### config.mk
export PLATFORM = sky130hd
export DESIGN_NAME = mrfc_frame_check_flat
export DESIGN_NICKNAME = d
export VERILOG_FILES = /design/src/hdl/mrfc_pkg.sv /design/src/hdl/mrfc_if.sv /design/src/hdl/mrfc_frame_check.sv /design/src/flat_wrapper.sv
export SDC_FILE = /design/constraint.sdc
export NUM_CORES = 1
export LEC_CHECK = 0
export ABC_CLOCK_PERIOD_IN_PS = 4300
export BUFFER_PORTS_ARGS = -buffer_cell sky130_fd_sc_hd__buf_2
export CORE_UTILIZATION = 45
export DETAILED_ROUTE_END_ITERATION = 10
export GPL_TIMING_DRIVEN = 0
export HOLD_SLACK_MARGIN = 0.02
export PLACE_DENSITY = 0.61
export SLEW_MARGIN = 20
export SYNTH_ARGS = -nofsm -noshare
export SYNTH_HDL_FRONTEND = slang
export SYNTH_SLANG_ARGS = --single-unit
### constraint.sdc
create_clock -name clk_i -period 4.3 [get_ports clk_i]
set_input_delay 0 -clock clk_i [delete_from_list [all_inputs] [get_ports clk_i]]
set_output_delay 0 -clock clk_i [all_outputs]
set_load 0.005 [all_outputs]
### src/hdl/mrfc_pkg.sv
// shared types and constants of the modbus rtu frame checker
package mrfc_pkg;

  localparam int unsigned ByteW   = 8;
  localparam int unsigned LenW    = 9;
  localparam int unsigned CrcW    = 16;
  localparam int unsigned StatusW = 3;
  localparam int unsigned CfgIdxW = 8;
  localparam int unsigned CfgDatW = 8;

  localparam logic [CrcW-1:0]  CrcInit = 16'hFFFF;
  localparam logic [CrcW-1:0]  CrcPoly = 16'hA001;
  localparam logic [ByteW-1:0] ExcFlag = 8'h80;

  typedef enum logic [StatusW-1:0] {
    STATUS_OK         = 3'd0,
    STATUS_TOO_SHORT  = 3'd1,
    STATUS_REQ_EXC    = 3'd2,
    STATUS_CRC_ERR    = 3'd3,
    STATUS_SLAVE_ERR  = 3'd4,
    STATUS_FUNC_ERR   = 3'd5
  } status_e;

  typedef enum logic [CfgIdxW-1:0] {
    REG_CHECK_MODE   = 8'd0,
    REG_MATCH_ENABLE = 8'd1,
    REG_EXP_SLAVE    = 8'd2,
    REG_EXP_FUNCTION = 8'd3
  } reg_idx_e;

  // one input beat as held in the input register
  typedef struct packed {
    logic [ByteW-1:0] frame_byte;
    logic             last_byte;
  } in_item_t;

  // configuration seen by the check logic
  typedef struct packed {
    logic             check_mode;
    logic             match_enable;
    logic [ByteW-1:0] expected_slave;
    logic [ByteW-1:0] expected_function;
  } cfg_t;

endpackage

### src/hdl/mrfc_if.sv


interface mrfc_out_if import mrfc_pkg::*; ();
  logic               valid;
  logic               ready;
  logic [StatusW-1:0] status;
  logic               is_exception;
  logic [LenW-1:0]    frame_length;
  logic [CrcW-1:0]    computed_crc;

  modport source (output valid, status, is_exception, frame_length, computed_crc,
                  input ready);
  modport sink   (input valid, status, is_exception, frame_length, computed_crc,
                  output ready);
endinterface


### src/hdl/mrfc_frame_check.sv
// per-frame state, crc update, verdict logic and result register
module mrfc_frame_check import mrfc_pkg::*; #(
  parameter int unsigned MaxFrameBytes = 256
) (
  input  logic       clk_i,
  input  logic       rst_ni,
  input  cfg_t       cfg_i,
  input  logic       valid_i,
  input  in_item_t   item_i,
  output logic       advance_o,
  mrfc_out_if.source out_o
);

  localparam int unsigned CntW = $clog2(MaxFrameBytes + 1);
  localparam logic [CntW-1:0] CntMax = CntW'(MaxFrameBytes);

  function automatic logic [CrcW-1:0] crc_feed(logic [CrcW-1:0] crc,
                                               logic [ByteW-1:0] b);
    logic [CrcW-1:0] c;
    c = crc ^ {{(CrcW-ByteW){1'b0}}, b};
    for (int k = 0; k < ByteW; k++) begin
      c = c[0] ? ((c >> 1) ^ CrcPoly) : (c >> 1);
    end
    return c;
  endfunction

  // frame state
  logic [CrcW-1:0]  crc_q, crc_d;
  logic [ByteW-1:0] held0_q, held0_d, held1_q, held1_d;
  logic [CntW-1:0]  cnt_q, cnt_d;
  logic [ByteW-1:0] slave_q, slave_d, func_q, func_d;

  // result register
  logic             out_valid_q, out_valid_d;
  status_e          status_q, status_d;
  logic             exc_q, exc_d;
  logic [LenW-1:0]  len_q, len_d;
  logic [CrcW-1:0]  ocrc_q, ocrc_d;

  logic [CntW-1:0]  cnt_nx;
  logic [CrcW-1:0]  crc_nx;
  logic [ByteW-1:0] slave_nx, func_nx;
  logic [CrcW-1:0]  rx_crc;
  logic [CntW+LenW-1:0] cnt_ext;
  logic             emit;

  assign advance_o = valid_i && (!item_i.last_byte || !out_valid_q || out_o.ready);
  assign emit      = advance_o && item_i.last_byte;

  always_comb begin
    slave_nx   = (cnt_q == CntW'(0)) ? item_i.frame_byte : slave_q;
    func_nx    = (cnt_q == CntW'(1)) ? item_i.frame_byte : func_q;
    crc_nx     = (cnt_q >= CntW'(2)) ? crc_feed(crc_q, held0_q) : crc_q;
    cnt_nx     = (cnt_q == CntMax) ? cnt_q : cnt_q + CntW'(1);
    rx_crc     = {item_i.frame_byte, held1_q};
    cnt_ext    = (CntW+LenW)'(cnt_nx);
    exc_d      = (func_nx & ExcFlag) != '0;
    len_d      = cnt_ext[LenW-1:0];
    ocrc_d     = crc_nx;

    if (!cfg_i.check_mode) begin
      if (cnt_nx < CntW'(5))          status_d = STATUS_TOO_SHORT;
      else if (exc_d)                 status_d = STATUS_REQ_EXC;
      else if (crc_nx != rx_crc)      status_d = STATUS_CRC_ERR;
      else                            status_d = STATUS_OK;
    end else begin
      if (cnt_nx < (exc_d ? CntW'(5) : CntW'(6))) begin
        status_d = STATUS_TOO_SHORT;
      end else if (crc_nx != rx_crc) begin
        status_d = STATUS_CRC_ERR;
      end else if (cfg_i.match_enable && slave_nx != cfg_i.expected_slave) begin
        status_d = STATUS_SLAVE_ERR;
      end else if (cfg_i.match_enable &&
                   (func_nx & ~ExcFlag) != cfg_i.expected_function) begin
        status_d = STATUS_FUNC_ERR;
      end else begin
        status_d = STATUS_OK;
      end
    end

    // state advance; a verdict returns the frame state to its idle values
    crc_d   = crc_q;
    held0_d = held0_q;
    held1_d = held1_q;
    cnt_d   = cnt_q;
    slave_d = slave_q;
    func_d  = func_q;
    if (emit) begin
      crc_d   = CrcInit;
      held0_d = '0;
      held1_d = '0;
      cnt_d   = '0;
      slave_d = '0;
      func_d  = '0;
    end else if (advance_o) begin
      crc_d   = crc_nx;
      held0_d = held1_q;
      held1_d = item_i.frame_byte;
      cnt_d   = cnt_nx;
      slave_d = slave_nx;
      func_d  = func_nx;
    end

    out_valid_d = out_valid_q;
    if (emit) begin
      out_valid_d = 1'b1;
    end else if (out_o.ready) begin
      out_valid_d = 1'b0;
    end
  end

  always_ff @(posedge clk_i or negedge rst_ni) begin
    if (!rst_ni) begin
      crc_q       <= CrcInit;
      held0_q     <= '0;
      held1_q     <= '0;
      cnt_q       <= '0;
      slave_q     <= '0;
      func_q      <= '0;
      out_valid_q <= 1'b0;
    end else begin
      crc_q       <= crc_d;
      held0_q     <= held0_d;
      held1_q     <= held1_d;
      cnt_q       <= cnt_d;
      slave_q     <= slave_d;
      func_q      <= func_d;
      out_valid_q <= out_valid_d;
    end
  end

  always_ff @(posedge clk_i) begin
    if (emit) begin
      status_q <= status_d;
      exc_q    <= exc_d;
      len_q    <= len_d;
      ocrc_q   <= ocrc_d;
    end
  end

  assign out_o.valid        = out_valid_q;
  assign out_o.status       = status_q;
  assign out_o.is_exception = exc_q;
  assign out_o.frame_length = len_q;
  assign out_o.computed_crc = ocrc_q;

endmodule

### src/flat_wrapper.sv
// flat-port wrapper written by rule: the top's interface ports become plain ports
module mrfc_frame_check_flat import mrfc_pkg::*;
#(
  parameter int unsigned MaxFrameBytes = 256
)
  (clk_i, rst_ni, cfg_i, valid_i, item_i, advance_o, out_o_valid, out_o_status, out_o_is_exception, out_o_frame_length, out_o_computed_crc, out_o_ready);
  mrfc_out_if out_o_i ();
  input  logic clk_i;
  input  logic rst_ni;
  input  cfg_t cfg_i;
  input  logic valid_i;
  input  in_item_t item_i;
  output logic advance_o;
  output wire logic [$bits(out_o_i.valid)-1:0] out_o_valid;
  output wire logic [$bits(out_o_i.status)-1:0] out_o_status;
  output wire logic [$bits(out_o_i.is_exception)-1:0] out_o_is_exception;
  output wire logic [$bits(out_o_i.frame_length)-1:0] out_o_frame_length;
  output wire logic [$bits(out_o_i.computed_crc)-1:0] out_o_computed_crc;
  input wire logic [$bits(out_o_i.ready)-1:0] out_o_ready;
  assign out_o_valid = out_o_i.valid;
  assign out_o_status = out_o_i.status;
  assign out_o_is_exception = out_o_i.is_exception;
  assign out_o_frame_length = out_o_i.frame_length;
  assign out_o_computed_crc = out_o_i.computed_crc;
  assign out_o_i.ready = out_o_ready;
  mrfc_frame_check #(.MaxFrameBytes(MaxFrameBytes)) u_core (.clk_i(clk_i), .rst_ni(rst_ni), .cfg_i(cfg_i), .valid_i(valid_i), .item_i(item_i), .advance_o(advance_o), .out_o(out_o_i));
endmodule
== Word-level counts from Yosys, hierarchy flattened ==
Index checks and enable logic that the tools add are counted.

* Bits in registers: 87
* Logic and storage cells: 75

* Add/subtract/negate cells: 1
* $lt $le $gt $ge: 3
* Equality and inequality tests: 5
* Mux-type cells: 35
* Bitwise logic cells: 9
* Reductions and logical operators: 11

{| class="wikitable"
|+ Operators by type and width
! operator !! count
|-
| 2-to-1 mux 16 bit || 11
|-
| 2-to-1 mux 8 bit || 10
|-
| 2-to-1 mux 9 bit || 3
|-
| NOT 2 -> 3 bit || 8
|-
| inequality test 16 bit || 1
|-
| XOR 16 x 8 -> 16 bit || 1
|-
| 2-to-1 mux 3 bit || 5
|-
| adder 9 x 1 -> 9 bit, second input constant || 1
|-
| equality test 9 x 1 -> 1 bit, second input constant || 1
|-
| equality test 9 bit, second input constant || 1
|-
| greater-or-equal comparator 9 x 2 -> 1 bit, second input constant || 1
|-
| logical NOT 9 bit || 1
|-
| less-than comparator 9 x 3 -> 1 bit, second input constant || 1
|-
| less-than comparator 9 bit || 1
|-
| 2-to-1 mux 2 bit || 4
|-
| inequality test 7 x 8 -> 1 bit || 1
|-
| inequality test 8 bit || 1
|-
| logical AND 1 bit || 4
|-
| nonzero test 2 bit || 2
|-
| logical NOT 1 bit || 2
|-
| logical OR 1 bit || 2
|-
| 2-to-1 mux 1 bit || 2
|}

== Depth between registers and ports, before layout ==
* Depth after elaboration: 23
* Mapped depth: 12

== Least setup slack after synthesis ==
No wires, ideal clock.

* Path type: flip-flop to flip-flop
* From: reg u_core.cnt_q[6]
* To: reg u_core.status_q[0], in the netlist u_core.out_o.status[0] (data pin)
* Setup time: 273 ps
* Data arrival time: 2,464 ps
* Path slack: 1,563 ps
* Cell stages (with the launch flop): 12
* Buffers on the path: 2
* Cells stage by stage: dfrtp_1 buf_6 nor4_1 buf_2 nand3_1 mux2i_1 inv_1 ha_1 o21a_1 o21ai_0 a21boi_0 a32oi_1

* Elaborated cells between the ends (all ways): 25
* Those cells by class: add/sub (1); order compare (3); eq/ne (5); mux (13); reduce/logical (3)

{| class="wikitable"
|+ RTL lines
! item !! RTL line !! source
|-
| start, declared || mrfc_frame_check.sv:30 || <nowiki>logic [CntW-1:0] cnt_q, cnt_d;</nowiki>
|-
| start signal, assigned || mrfc_frame_check.sv:125 || <nowiki>cnt_q <= cnt_d;</nowiki>
|-
| equality test 9 x 1 -> 1 bit (*) || mrfc_frame_check.sv:52 || <nowiki>func_nx = (cnt_q == CntW'(1)) ? item_i.frame_byte : func_q;</nowiki>
|-
| 2-to-1 mux 8 bit (*) || mrfc_frame_check.sv:52 ||
|-
| net u_core.func_nx[7] || mrfc_frame_check.sv:42 || <nowiki>logic [ByteW-1:0] slave_nx, func_nx;</nowiki>
|-
| 2-to-1 mux 2 bit || mrfc_frame_check.sv:67 || <nowiki>if (cnt_nx < (exc_d ? CntW'(5) : CntW'(6))) begin</nowiki>
|-
| less-than comparator 9 bit || mrfc_frame_check.sv:67 ||
|-
| 2-to-1 mux 3 bit || mrfc_frame_check.sv:67 ||
|-
| 2-to-1 mux 3 bit (*) || mrfc_frame_check.sv:61 || <nowiki>if (!cfg_i.check_mode) begin</nowiki>
|-
| net u_core.status_d[0] || mrfc_frame_check.sv:35 || <nowiki>status_e status_q, status_d;</nowiki>
|-
| end signal, assigned || mrfc_frame_check.sv:134 || <nowiki>status_q <= status_d;</nowiki>
|-
| end, declared || mrfc_frame_check.sv:35 ||
|}

The timed path passes the listed nets; every way through them passes the cells marked *.
A chain may end at the register's enable or synchronous reset.

== Worst setup path after layout ==
Ends and elaborated chain as after synthesis.

==> flow_results.xml <==
<?xml version="1.0" encoding="UTF-8"?>
<metrics>
  <group name="finish">
    <metric name="number_of_nets_in_the_layout" unit="">562</metric>
    <metric name="synthToLayoutAreaGrowth" unit="%">16.0</metric>
    <metric name="n_antenna_cell" unit="">0</metric>
    <metric name="finish.instance_area" unit="sq um">5480</metric>
    <metric name="final_layout_size_suffix_gt1_share" unit="%">20.3</metric>
  </group>
  <group name="worst_setup_path">
    <metric name="setup.worst_path.start_class" unit="">register</metric>
    <metric name="path_class" unit="">register to register</metric>
    <metric name="cp.arrival" unit="ps">3550</metric>
    <metric name="required" unit="ps">4420</metric>
    <metric name="critical_path_peak_fanout" unit="">10</metric>
    <metric name="endpoint_type_of_the_worst_setup_path" unit="">register</metric>
  </group>
  <group name="clock_network">
    <metric name="clock_tree.buffer_depth" unit="">2</metric>
    <metric name="cts_tree" unit="">built</metric>
    <metric name="h-tree-depth" unit="">3</metric>
    <metric name="cts.sinks" unit="">87</metric>
    <metric name="ctsRootBufferMaster" unit="">sky130_fd_sc_hd__clkbuf_8</metric>
    <metric name="cts_repair_resize_count" unit="">0</metric>
    <metric name="cts_setup_buffers" unit="">0</metric>
    <metric name="numCtsBuffers" unit="">9</metric>
    <metric name="clkLatencyLatePin" unit="ps">380</metric>
    <metric name="worst_setup_hold_path_clk_slew" unit="ps">90</metric>
  </group>
  <group name="synthesis">
    <metric name="predominant_post_synthesis_flop_cell" unit="">sky130_fd_sc_hd__dfrtp_1</metric>
    <metric name="synth-seq-cells" unit="">87</metric>
    <metric name="synth_cell_type_count" unit="">51</metric>
    <metric name="synth-edff-count" unit="">29</metric>
    <metric name="post_synth.cell_area_avg" unit="sq um">10.5</metric>
    <metric name="ys_seq_area_share" unit="%">49.6</metric>
    <metric name="synth.cell_area" unit="sq um">4730</metric>
    <metric name="synth_cells" unit="">451</metric>
    <metric name="syn-num-nets" unit="">487</metric>
    <metric name="yosysWarnings" unit="">0</metric>
    <metric name="async_flop_share" unit="%">66.7</metric>
  </group>
  <group name="die">
    <metric name="ioPinCount" unit="">62</metric>
    <metric name="area_of_the_core_region" unit="sq um">10200</metric>
    <metric name="fp.dieH" unit="um">104</metric>
    <metric name="effective_utilization_at_floorplan" unit="%">46.2</metric>
    <metric name="die_width" unit="um">104</metric>
    <metric name="die_area" unit="sq um">10900</metric>
    <metric name="core.rowCount" unit="">37</metric>
  </group>
  <group name="timing">
    <metric name="setup_tns" unit="ps">0</metric>
    <metric name="relSlewSlack" unit="%">39.7</metric>
    <metric name="max_slew.worst_pin.slew" unit="ps">902</metric>
    <metric name="timing.final.crit_share" unit="%">79.8</metric>
    <metric name="fmax" unit="MHz">291</metric>
    <metric name="grt_setup_unrepaired" unit="">false</metric>
    <metric name="worst_clock_skew" unit="ps">13.6</metric>
    <metric name="timing.final.max_slew_violations" unit="">0</metric>
    <metric name="final_period_minus_worst_setup_slack" unit="ps">3430</metric>
    <metric name="finalHoldViolCount" unit="">0</metric>
    <metric name="setup-violations-final" unit="">0</metric>
  </group>
  <group name="placement">
    <metric name="detailed_place.area" unit="sq um">5230</metric>
    <metric name="place.port_buffers" unit="">59</metric>
    <metric name="placed_wire_length_estimate" unit="mm">8.48</metric>
    <metric name="gp_congestion" unit="">0.861</metric>
  </group>
  <group name="global_routing">
    <metric name="number_of_global_route_vias_before_repair" unit="">3670</metric>
    <metric name="grt-ovfl-total" unit="">0</metric>
    <metric name="globalRouteTotalUtil" unit="%">23.5</metric>
    <metric name="grt_start_max_net_pins" unit="">59</metric>
    <metric name="number_of_antenna_violations_at_the_first_check_in_global_routing" unit="">0</metric>
    <metric name="grt_pass1_wl" unit="mm">19.5</metric>
  </group>
  <group name="power_and_ir_drop">
    <metric name="total_power_consumption_of_the_routed_design" unit="mW">3.07</metric>
    <metric name="power.static_leakage" unit="nW">2.40</metric>
    <metric name="power_switching_share" unit="%">35.7</metric>
    <metric name="power.combinational.fraction" unit="%">41.3</metric>
    <metric name="p_per_area" unit="nW/um^2">560</metric>
    <metric name="share_seq_of_total_power" unit="%">38.3</metric>
    <metric name="p_int" unit="mW">1.97</metric>
    <metric name="pwr-share-clk" unit="%">20.4</metric>
    <metric name="power_dissipated_by_switching_net_loads" unit="mW">1.10</metric>
    <metric name="peakVddDrop" unit="uV">248</metric>
  </group>
  <group name="route">
    <metric name="routed_via_count" unit="">3718</metric>
    <metric name="detail_route.wl_per_cell" unit="um">18.0</metric>
    <metric name="detailedRoute.firstPassIterationCount" unit="">5</metric>
    <metric name="wl" unit="mm">12.0</metric>
    <metric name="post_drt_via_cell_ratio" unit="">5.57</metric>
    <metric name="drt_iter0_markers" unit="">247</metric>
    <metric name="number_of_antenna_violating_nets_in_the_routed_design" unit="">0</metric>
    <metric name="route.detailed.drc" unit="">0</metric>
  </group>
  <group name="hold_path">
    <metric name="hold_path_class" unit="">input port to register</metric>
  </group>
  <group name="outcome">
    <metric name="run_status" unit="">complete, no violations</metric>
  </group>
  <group name="job">
    <metric name="max_cap_violations" unit="">0</metric>
  </group>
</metrics>
## synth_stat cells, types with 14 or more instances
master | n | area [sq um]
sky130_fd_sc_hd__nand2_1 | 61 | 229
sky130_fd_sc_hd__dfrtp_1 | 42 | 1050
sky130_fd_sc_hd__xnor2_1 | 30 | 263
sky130_fd_sc_hd__edfxtp_1 | 29 | 871
sky130_fd_sc_hd__o21ai_0 | 24 | 120
sky130_fd_sc_hd__nand3_1 | 23 | 115
sky130_fd_sc_hd__nor2_1 | 21 | 78.8
sky130_fd_sc_hd__a22o_1 | 17 | 149
sky130_fd_sc_hd__inv_1 | 17 | 63.8
sky130_fd_sc_hd__dfstp_2 | 16 | 420
sky130_fd_sc_hd__xor2_1 | 16 | 140
sky130_fd_sc_hd__a21oi_1 | 14 | 70.1
sky130_fd_sc_hd__mux2i_1 | 14 | 140
## final timing paths
path	depth (start not counted)	slack, ps	start	end
setup / recovery	11	870	u_core.cnt_q[6]	u_core.out_o.status[0]
hold / removal	4	20	cfg_i[17]	u_core.out_o.status[1]
setup reg to reg	11	870	u_core.cnt_q[6]	u_core.out_o.status[0]
hold reg to reg	1	500	u_core.slave_q[7]	u_core.slave_q[7]
max in group asynchronous	2	3530	rst_ni	u_core.cnt_q[7]
min in group asynchronous	2	240	rst_ni	u_core.cnt_q[6]
## state kept, by name, summed over array words and instances (netlist names)
name	cells
u_core.slave_q	8
u_core.held1_q	8
u_core.out_o.valid	1
u_core.out_o.status	3
u_core.crc_q	16
u_core.cnt_q	9
u_core.held0_q	8
u_core.out_o.is_exception	1
u_core.out_o.frame_length	9
u_core.func_q	8
u_core.out_o.computed_crc	16
## area by class of cell
cell class | count | area, sq um
tap | 136 | 170
buffer | 23 | 103
sequential | 87 | 2340
clock inverter | 7 | 87.6
inverter | 18 | 67.6
multi-input combinational | 323 | 2220
fill | 948 | 4750
timing repair buffer | 64 | 365
clock buffer | 9 | 124
## power by group through the flow
stage	combinational, mW	clock [mW]	sequential, mW
floorplan	0.942	0	1.17
global placement	1.23	0	1.19
detailed placement	1.25	0	1.19
CTS	1.26	0.632	1.17
global route	1.39	0.664	1.19
finish	1.27	0.626	1.18
## repair_timing
| item | CTS | global route |
|---|---|---|
| setup endpoints to repair | 0 | 0 |
| endpoints found under the hold margin | 45 | 0 |
| hold buffers | 4 | 0 |
## kinds of logic after synthesis
group,Yosys count,share of synthesized area [%]
AND/OR/NAND/NOR,151,15.5
AO/OA/AOI/OAI,98,14.4
buffers and inverters,41,3.60
XOR/XNOR,55,12.6
flip-flops,87,49.6
multiplexers,14,2.96
adder cells (fa/ha/maj),5,1.32
## placed cells by master (no fill, tap or decap), types with 4 or more instances in the layout
cell type	n
sky130_fd_sc_hd__a22o_1	17
sky130_fd_sc_hd__nand4_1	13
sky130_fd_sc_hd__ha_1	5
sky130_fd_sc_hd__nand2_1	61
sky130_fd_sc_hd__o22a_1	11
sky130_fd_sc_hd__inv_1	17
sky130_fd_sc_hd__nand3_1	23
sky130_fd_sc_hd__xor2_1	16
sky130_fd_sc_hd__dlygate4sd3_1	4
sky130_fd_sc_hd__dfrtp_1	42
sky130_fd_sc_hd__clkbuf_8	9
sky130_fd_sc_hd__dfstp_2	16
sky130_fd_sc_hd__o22ai_1	4
sky130_fd_sc_hd__nor2b_1	6
sky130_fd_sc_hd__buf_2	65
sky130_fd_sc_hd__xnor2_1	30
sky130_fd_sc_hd__nor4_1	7
sky130_fd_sc_hd__nor2_1	20
sky130_fd_sc_hd__o31ai_1	7
sky130_fd_sc_hd__clkbuf_1	13
sky130_fd_sc_hd__xnor3_1	4
sky130_fd_sc_hd__a21oi_1	14
sky130_fd_sc_hd__o21ai_0	24
sky130_fd_sc_hd__o211ai_1	4
sky130_fd_sc_hd__edfxtp_1	29
sky130_fd_sc_hd__mux2i_1	14
## worst max-delay path, cell delays in order, from the launching register on
cell and delay [ps]:
sky130_fd_sc_hd__dfrtp_1 380, sky130_fd_sc_hd__buf_6 140, sky130_fd_sc_hd__nor4_1 410, sky130_fd_sc_hd__buf_2 320, sky130_fd_sc_hd__nand3_1 390, sky130_fd_sc_hd__mux2i_1 410, sky130_fd_sc_hd__inv_1 140, sky130_fd_sc_hd__ha_1 290
sky130_fd_sc_hd__o21a_1 110, sky130_fd_sc_hd__o21ai_0 70, sky130_fd_sc_hd__a21boi_0 350, sky130_fd_sc_hd__a32oi_1 150
## metal layers
metal / track usage (%) / wire length, um / up-vias
li1: - / - / 1787
met1: 31.9 / 5590 / 1810
met2: 38.0 / 5660 / 107
met3: 3.57 / 610 / 14
met4: 8.57 / 164 / 0
met5: 0 / 0 / -
## stage by stage
step                hold WS, ps  std cells  utilization, %  worst slack (ps)
finish                     19.8        667            53.6               869
global placement            372        646            50.8               726
CTS                        24.2        667            53.6               914
detailed placement          140        647            51.1               984
floorplan                  -296        451               -              1560
global route               41.1        667            53.6               570
No activity file was read; power rests on OpenSTA's default activity.
